<file path="config.mk">
export PLATFORM = sky130hd
export DESIGN_NAME = script_push_tokenizer
export DESIGN_NICKNAME = d
export VERILOG_FILES = /design/src/rtl/spt_pkg.sv /design/src/rtl/spt_core.sv /design/src/rtl/script_push_tokenizer.sv
export SDC_FILE = /design/constraint.sdc
export NUM_CORES = 1
export LEC_CHECK = 0
export ABC_AREA = 1
export BUFFER_PORTS_ARGS = -buffer_cell sky130_fd_sc_hd__buf_2
export CELL_PAD_IN_SITES_DETAIL_PLACEMENT = 2
export CELL_PAD_IN_SITES_GLOBAL_PLACEMENT = 2
export CORE_UTILIZATION = 40
export CTS_BUF_LIST = sky130_fd_sc_hd__clkbuf_2
export CTS_CLUSTER_DIAMETER = 50
export DETAILED_ROUTE_END_ITERATION = 6
export PLACE_DENSITY = 0.85
export SLEW_MARGIN = 10
export SYNTH_ARGS = -nofsm -noshare
export SYNTH_HDL_FRONTEND = slang
export SYNTH_HIERARCHICAL = 1
export SYNTH_SLANG_ARGS = --single-unit
</file>
<file path="constraint.sdc">
create_clock -name clk_i -period 11.24 [get_ports clk_i]
set_clock_uncertainty 0.15 [all_clocks]
set_input_delay 2.248 -clock clk_i [delete_from_list [all_inputs] [get_ports clk_i]]
set_output_delay 2.248 -clock clk_i [all_outputs]
set_load 0.02 [all_outputs]
</file>
<file path="src/rtl/spt_pkg.sv">
`default_nettype none

package spt_pkg;

  localparam int unsigned ByteW = 8;
  localparam int unsigned LenW  = 32;

  // Opcode boundaries of the push encodings.
  localparam logic [ByteW-1:0] OpZero      = 8'h00;
  localparam logic [ByteW-1:0] OpPushMax   = 8'h4b;
  localparam logic [ByteW-1:0] OpPushData1 = 8'h4c;
  localparam logic [ByteW-1:0] OpPushData2 = 8'h4d;
  localparam logic [ByteW-1:0] OpPushData4 = 8'h4e;
  localparam logic [ByteW-1:0] OpInvalid   = 8'hff;

  typedef enum logic [1:0] {
    KIND_OPCODE = 2'd0,
    KIND_HEADER = 2'd1,
    KIND_DATA   = 2'd2,
    KIND_NONE   = 2'd3
  } kind_e;

  typedef enum logic [1:0] {
    FAULT_NONE      = 2'd0,
    FAULT_BAD_OP    = 2'd1,
    FAULT_TRUNC_LEN = 2'd2,
    FAULT_TRUNC_DAT = 2'd3
  } fault_e;

  typedef enum logic [1:0] {
    PH_OPCODE = 2'd0,
    PH_LENGTH = 2'd1,
    PH_DATA   = 2'd2
  } phase_e;

  typedef struct packed {
    kind_e             kind;
    logic [ByteW-1:0]  value;
    logic [LenW-1:0]   length;
    logic              done;
    fault_e            fault;
  } token_t;

endpackage

`default_nettype wire

</file>
<file path="src/rtl/spt_core.sv">
`default_nettype none

module spt_core
  import spt_pkg::*;
(
  input  wire logic             clk_i,
  input  wire logic             rst_ni,
  input  wire logic             step_i,
  input  wire logic [ByteW-1:0] byte_i,
  input  wire logic             last_i,
  output logic                  res_valid_o,
  output token_t                res_o
);

  phase_e          phase_q, phase_d;
  logic [2:0]      len_left_q, len_left_d;
  logic [1:0]      len_shift_q, len_shift_d;
  logic [LenW-1:0] len_accum_q, len_accum_d;
  logic [LenW-1:0] data_left_q, data_left_d;
  logic            failed_q, failed_d;

  logic [LenW-1:0] accum_new;
  logic [2:0]      left_new;
  logic [LenW-1:0] data_new;

  assign accum_new = len_accum_q | ({{(LenW-ByteW){1'b0}}, byte_i} << {len_shift_q, 3'b000});
  assign left_new  = len_left_q - 3'd1;
  assign data_new  = data_left_q - {{(LenW-1){1'b0}}, 1'b1};

  always_comb begin
    phase_d     = phase_q;
    len_left_d  = len_left_q;
    len_shift_d = len_shift_q;
    len_accum_d = len_accum_q;
    data_left_d = data_left_q;
    failed_d    = failed_q;
    res_valid_o = 1'b0;
    res_o       = '{kind: KIND_NONE, value: '0, length: '0, done: 1'b0, fault: FAULT_NONE};

    if (step_i) begin
      if (!failed_q) begin
        unique case (phase_q)
          PH_LENGTH: begin
            len_accum_d = accum_new;
            len_shift_d = len_shift_q + 2'd1;
            len_left_d  = left_new;
            if (left_new == 3'd0) begin
              res_valid_o = 1'b1;
              if (accum_new == '0) begin
                res_o.kind = KIND_HEADER;
                res_o.done = 1'b1;
                phase_d    = PH_OPCODE;
              end else if (last_i) begin
                res_o.fault = FAULT_TRUNC_DAT;
                failed_d    = 1'b1;
              end else begin
                res_o.kind   = KIND_HEADER;
                res_o.length = accum_new;
                data_left_d  = accum_new;
                phase_d      = PH_DATA;
              end
            end else if (last_i) begin
              res_valid_o = 1'b1;
              res_o.fault = FAULT_TRUNC_LEN;
              failed_d    = 1'b1;
            end
          end
          PH_DATA: begin
            data_left_d = data_new;
            res_valid_o = 1'b1;
            if (data_new == '0) begin
              res_o.kind  = KIND_DATA;
              res_o.value = byte_i;
              res_o.done  = 1'b1;
              phase_d     = PH_OPCODE;
            end else if (last_i) begin
              res_o.fault = FAULT_TRUNC_DAT;
              failed_d    = 1'b1;
            end else begin
              res_o.kind  = KIND_DATA;
              res_o.value = byte_i;
            end
          end
          default: begin
            // The unused phase code behaves as the opcode phase.
            if (byte_i != OpZero && byte_i <= OpPushMax) begin
              res_valid_o = 1'b1;
              if (last_i) begin
                res_o.fault = FAULT_TRUNC_DAT;
                failed_d    = 1'b1;
              end else begin
                res_o.kind   = KIND_HEADER;
                res_o.length = {{(LenW-ByteW){1'b0}}, byte_i};
                data_left_d  = {{(LenW-ByteW){1'b0}}, byte_i};
                phase_d      = PH_DATA;
              end
            end else if (byte_i >= OpPushData1 && byte_i <= OpPushData4) begin
              if (byte_i == OpPushData1) begin
                len_left_d = 3'd1;
              end else if (byte_i == OpPushData2) begin
                len_left_d = 3'd2;
              end else begin
                len_left_d = 3'd4;
              end
              len_shift_d = '0;
              len_accum_d = '0;
              phase_d     = PH_LENGTH;
              if (last_i) begin
                res_valid_o = 1'b1;
                res_o.fault = FAULT_TRUNC_LEN;
                failed_d    = 1'b1;
              end
            end else if (byte_i == OpInvalid) begin
              res_valid_o = 1'b1;
              res_o.fault = FAULT_BAD_OP;
              failed_d    = 1'b1;
            end else begin
              res_valid_o = 1'b1;
              res_o.kind  = KIND_OPCODE;
              res_o.value = byte_i;
              res_o.done  = 1'b1;
              phase_d     = PH_OPCODE;
            end
          end
        endcase
      end

      // Every script starts from a clean state, whatever happened before.
      if (last_i) begin
        phase_d     = PH_OPCODE;
        len_left_d  = '0;
        len_shift_d = '0;
        len_accum_d = '0;
        data_left_d = '0;
        failed_d    = 1'b0;
      end
    end
  end

  always_ff @(posedge clk_i or negedge rst_ni) begin
    if (!rst_ni) begin
      phase_q     <= PH_OPCODE;
      len_left_q  <= '0;
      len_shift_q <= '0;
      len_accum_q <= '0;
      data_left_q <= '0;
      failed_q    <= 1'b0;
    end else begin
      phase_q     <= phase_d;
      len_left_q  <= len_left_d;
      len_shift_q <= len_shift_d;
      len_accum_q <= len_accum_d;
      data_left_q <= data_left_d;
      failed_q    <= failed_d;
    end
  end

endmodule

`default_nettype wire

</file>
<file path="src/rtl/script_push_tokenizer.sv">
`default_nettype none

// Channel  Dir  Handshake                Payload
// s_axis   in   s_axis_tvalid/tready_o   tdata: script_byte; tlast: script_end
// m_axis   out  m_axis_tvalid/tready_i   tdata: token_value, push_length;
//                                        tuser: token_kind, fault;
//                                        tlast: instruction_done
//
// One script byte is taken per cycle while s_axis_tready_o is high. A byte is held
// in the input register, decoded and applied to the tokenizer state once the output
// register can take a result, and its token, if any, is registered in that same cycle.
// Reset clears the tokenizer state and both register stages.
// A stalled output register holds the pipeline; the input side keeps going as
// long as the input register is empty or drains in the same cycle.

module script_push_tokenizer
  import spt_pkg::*;
(
  input  wire logic        clk_i,
  input  wire logic        rst_ni,
  input  wire logic        s_axis_tvalid_i,
  output logic             s_axis_tready_o,
  input  wire logic [7:0]  s_axis_tdata_i,   // [7:0] script_byte
  input  wire logic        s_axis_tlast_i,   // script_end
  output logic             m_axis_tvalid_o,
  input  wire logic        m_axis_tready_i,
  output logic [39:0]      m_axis_tdata_o,   // [7:0] token_value, [39:8] push_length
  output logic [3:0]       m_axis_tuser_o,   // [1:0] token_kind, [3:2] fault
  output logic             m_axis_tlast_o    // instruction_done
);

  logic             in_valid_q;
  logic [ByteW-1:0] in_byte_q;
  logic             in_last_q;
  logic             out_valid_q, out_valid_d;
  token_t           out_tok_q;
  logic             advance;
  logic             step;
  logic             res_valid;
  token_t           res;

  assign advance         = !out_valid_q || m_axis_tready_i;
  assign step            = in_valid_q && advance;
  assign s_axis_tready_o = !in_valid_q || advance;

  always_ff @(posedge clk_i or negedge rst_ni) begin
    if (!rst_ni) begin
      in_valid_q <= 1'b0;
    end else if (s_axis_tready_o) begin
      in_valid_q <= s_axis_tvalid_i;
    end
  end

  always_ff @(posedge clk_i) begin
    if (s_axis_tready_o && s_axis_tvalid_i) begin
      in_byte_q <= s_axis_tdata_i;
      in_last_q <= s_axis_tlast_i;
    end
  end

  spt_core u_core (
    .clk_i       (clk_i),
    .rst_ni      (rst_ni),
    .step_i      (step),
    .byte_i      (in_byte_q),
    .last_i      (in_last_q),
    .res_valid_o (res_valid),
    .res_o       (res)
  );

  always_comb begin
    out_valid_d = out_valid_q;
    if (advance) begin
      out_valid_d = step && res_valid;
    end
  end

  always_ff @(posedge clk_i or negedge rst_ni) begin
    if (!rst_ni) begin
      out_valid_q <= 1'b0;
    end else begin
      out_valid_q <= out_valid_d;
    end
  end

  always_ff @(posedge clk_i) begin
    if (step && res_valid) begin
      out_tok_q <= res;
    end
  end

  assign m_axis_tvalid_o = out_valid_q;
  assign m_axis_tdata_o  = {out_tok_q.length, out_tok_q.value};
  assign m_axis_tuser_o  = {out_tok_q.fault, out_tok_q.kind};
  assign m_axis_tlast_o  = out_tok_q.done;

endmodule

`default_nettype wire
</file>
==> results.py <==
metrics = {
    "synth": {
        "yosys_warnings": 6,
        "yosysMostFrequentCell": "sky130_fd_sc_hd__nand2_1",
        "synthesis.area_per_instance_um2": 7.87,
        "post_synth_main_area_contributors": "sky130_fd_sc_hd__dfrtp_1, sky130_fd_sc_hd__edfxtp_1, sky130_fd_sc_hd__nand2_1",
        "synth_commonest_cells": "sky130_fd_sc_hd__nand2_1, sky130_fd_sc_hd__inv_1, sky130_fd_sc_hd__nor2_1",
        "yosys_cell_types": 43,
        "synth_top_area_frac": 0.238,
        "main_combinational_cell_family_by_area_after_synthesis": "simple AND/OR/NAND/NOR gates",
        "yosys_most_used_dff": "sky130_fd_sc_hd__dfrtp_1",
        "synth_cells": 989,
        "ys_async_sr_fraction": 0.578,
        "synth_fp_nets": 1008,
        "synth_largest_area_cell": "sky130_fd_sc_hd__dfrtp_1",
        "synth_edf_count": 54,
        "yosys-mux-area-fraction": 0,
        "synth_compound_area_frac": 0.166,
        "ys_seq_elements": 128,
        "synth_simple_gate_area_share": 0.266,
        "synth_sequential_area_ratio": 0.446,
        "yosys.area_share.adder": 0.00965,
        "mappedNetlistArea_um2": 7780,
        "synth_xor_xnor_area_share": 0.00225,
    },
    "floorplan": {
        "pin_count": 60,
        "chip_height_um": 141,
        "initial_core_util": 0.412,
        "num_rows": 50,
        "core_um2": 18900,
        "die_x_um": 141,
        "dieArea_um2": 20000,
    },
    "setup_path": {
        "worst-endpoint-arrival_ns": 2.67,
        "crit_fanout": 3,
        "critPathCaptureType": "output port",
        "timing.critical_path.required_ns": 8.84,
        "worstSetupStartpointType": "primary input",
        "timing.setup.critical_path_class": "in -> out",
    },
    "global_routing": {
        "number_of_global_route_vias_before_repair": 7767,
        "first_pass_grt_wire_length_um": 45400,
        "global_route.usage.total": 0.304,
        "maximum_number_of_pins_on_one_net_before_global_route_repair": 75,
        "grt_antenna_before_repair": 1,
        "grt.overflow.total": 0,
    },
    "sta": {
        "rsz0062_at_grt": "no",
        "final-hold-violation-count": 0,
        "worst_pin_slew_ns": 1.09,
        "slew_headroom": 0.276,
        "worst_hold_slack_ns": 0.394,
        "achievable-frequency_mhz": 197,
        "timing.setup.tns_ns": 0,
        "maxSlewViolCount": 0,
        "post-route-min-period_ns": 5.07,
        "report.final.setup_viol": 0,
        "min_period_over_period": 0.451,
    },
    "cts": {
        "worst_skew_pair.late_latency_ns": 0.73,
        "clkSinkCount": 128,
        "ctsHtreeMaxLevel": 4,
        "cts_tree": "built",
        "cts_buffers": 17,
        "cts-hold-fix-buffers": 0,
        "post_cts_buffers": 0,
        "clk_pin_slew_ns": 0.20,
        "clock_tree.buffer_depth": 2,
        "clock-root-buffer": "sky130_fd_sc_hd__clkbuf_2",
        "cts-resized-gates": 0,
    },
    "route": {
        "drc_errors": 0,
        "dr_total_vias": 7222,
        "drt-total-wl_um": 29400,
        "vias_per_cell": 5.56,
        "antenna_violating_nets_post_route": 0,
        "drt_iter0_markers": 425,
        "routedWlPerCell_um": 22.6,
        "drt_pre_antenna_iters": 5,
    },
    "power": {
        "p_leak_uw": 0.00368,
        "vdd_drop_max_v": 0.0000686,
        "power.density_nw_per_um2": 165,
    },
    "layout": {
        "drive_above_1_share": 0.175,
        "area_grow_syn2layout_pct": 7.62,
        "final_net_count": 1044,
    },
    "placed_design": {
        "detailed_place_hpwl_um": 21100,
        "gp_routability_congestion": 0.839,
        "placement.io_buffers": 59,
    },
    "worst_hold_path": {
        "worstHoldPathType": "reg -> reg",
    },
    "run": {
        "number_of_max_capacitance_violations_reported": 0,
    },
    "run_status": {
        "run_status": "complete, no violations",
    },
}
worst paths after layout:
kind	from	end	cells past startpoint	slack, ns
hold / removal	u_core/len_accum_q[18]	u_core/len_accum_q[18]	2	0.39
hold reg to reg	u_core/len_accum_q[18]	u_core/len_accum_q[18]	2	0.39
setup reg to reg	m_axis_tvalid_o	u_core/len_accum_q[27]	11	7.51
setup / recovery	m_axis_tready_i	s_axis_tready_o	4	6.17
max in group asynchronous	rst_ni	u_core/data_left_q[5]	1	8.69
min in group asynchronous	rst_ni	u_core/len_accum_q[20]	1	1.49
kinds of logic (layout without fill, tap and decap cells):
| kind of cell | after synthesis | count (layout) |
|---|---|---|
| xor gates and xnor gates | 2 | 2 |
| adders and majority gates | 6 | 6 |
| and+or+nand+nor | 471 | 471 |
| other | 0 | 1 |
| DFF | 128 | 128 |
| buffers and inverters | 192 | 241 |
| AOI/OAI and AO/OA | 190 | 190 |
worst max-delay path: stages:
cell                      delay [ns]
sky130_fd_sc_hd__buf_2          0.10
sky130_fd_sc_hd__inv_1          0.08
sky130_fd_sc_hd__nand3_2        0.08
sky130_fd_sc_hd__buf_2          0.17
metal layers:
metal  routed length [um]  up-vias  global-route usage
met1                13100     3691               0.400
met3                 1160       29              0.0445
met5                    0        -                   0
met4                  477        0              0.0787
met2                14700      187               0.523
li1                     -     3315                   -
cell type report:
cell class	instances	area, um2
Fill cell	2268	10500
Sequential cell	128	3470
Multi-Input combinational cell	669	3460
Inverter	145	554
Timing Repair Buffer	64	335
Tap cell	260	325
Clock inverter	12	120
Clock buffer	20	100
Antenna cell	1	2.50
registers in the layout, summed over array words and instances, names as in the netlist:
name / cells
u_core/failed_q: 1
in_last_q: 1
u_core/data_left_q: 32
u_core/len_left_q: 3
u_core/phase_q: 2
m_axis_tlast_o: 1
m_axis_tuser_o: 4
in_valid_q: 1
m_axis_tdata_o: 40
in_byte_q: 8
u_core/len_shift_q: 2
u_core/len_accum_q: 32
m_axis_tvalid_o: 1
report_power, final:
part | internal (uW) | switching, uW
combinational | 137 | 391
clock | 101 | 193
sequential | 524 | 34.6
layout by cell type (no fill, tap or decap), types with 2 or more instances in the layout:
cell,netlist,routed
sky130_fd_sc_hd__ha_1,6,6
sky130_fd_sc_hd__o22ai_1,12,12
sky130_fd_sc_hd__edfxtp_1,54,54
sky130_fd_sc_hd__xnor2_1,2,2
sky130_fd_sc_hd__bufinv_16,0,2
sky130_fd_sc_hd__inv_4,4,5
sky130_fd_sc_hd__a21oi_1,57,57
sky130_fd_sc_hd__buf_4,2,6
sky130_fd_sc_hd__a22oi_1,6,6
sky130_fd_sc_hd__o21ai_0,52,52
sky130_fd_sc_hd__o21ai_1,9,9
sky130_fd_sc_hd__dfrtp_1,74,74
sky130_fd_sc_hd__nor3_1,6,6
sky130_fd_sc_hd__o21bai_1,2,2
sky130_fd_sc_hd__o21bai_2,2,2
sky130_fd_sc_hd__nand4_1,21,21
sky130_fd_sc_hd__inv_2,7,7
sky130_fd_sc_hd__nor2_2,24,24
sky130_fd_sc_hd__a31oi_1,6,6
sky130_fd_sc_hd__nand3_1,67,67
sky130_fd_sc_hd__nand3_2,3,3
sky130_fd_sc_hd__clkinv_1,3,6
sky130_fd_sc_hd__clkinvlp_4,0,5
sky130_fd_sc_hd__buf_2,12,58
sky130_fd_sc_hd__clkbuf_2,1,20
sky130_fd_sc_hd__o21ai_2,8,8
sky130_fd_sc_hd__nand2_1,217,217
sky130_fd_sc_hd__nor2_1,121,120
sky130_fd_sc_hd__o22ai_2,24,24
sky130_fd_sc_hd__nand2_2,5,5
sky130_fd_sc_hd__inv_1,131,131
sky130_fd_sc_hd__a31oi_2,2,2
sky130_fd_sc_hd__nand4_4,2,2
sky130_fd_sc_hd__a31oi_4,2,2
sky130_fd_sc_hd__nor2_4,2,3
sky130_fd_sc_hd__a211oi_1,3,3
sky130_fd_sc_hd__a221oi_1,2,2
metrics by stage:
step                      total power (uW)  cell area [um2]  setup WS [ns]  std cells   util
after floorplan                        926             7780           5.62        989      -
after global placement                1060             8150           5.89       1266  0.432
after detailed placement              1090             8150           5.60       1266  0.432
after CTS                             1390             8370           6.16       1298  0.443
after global routing                  1460             8380           5.99       1299  0.443
final                                 1380             8380           6.17       1299  0.443
(Power assumes the default switching activity.)
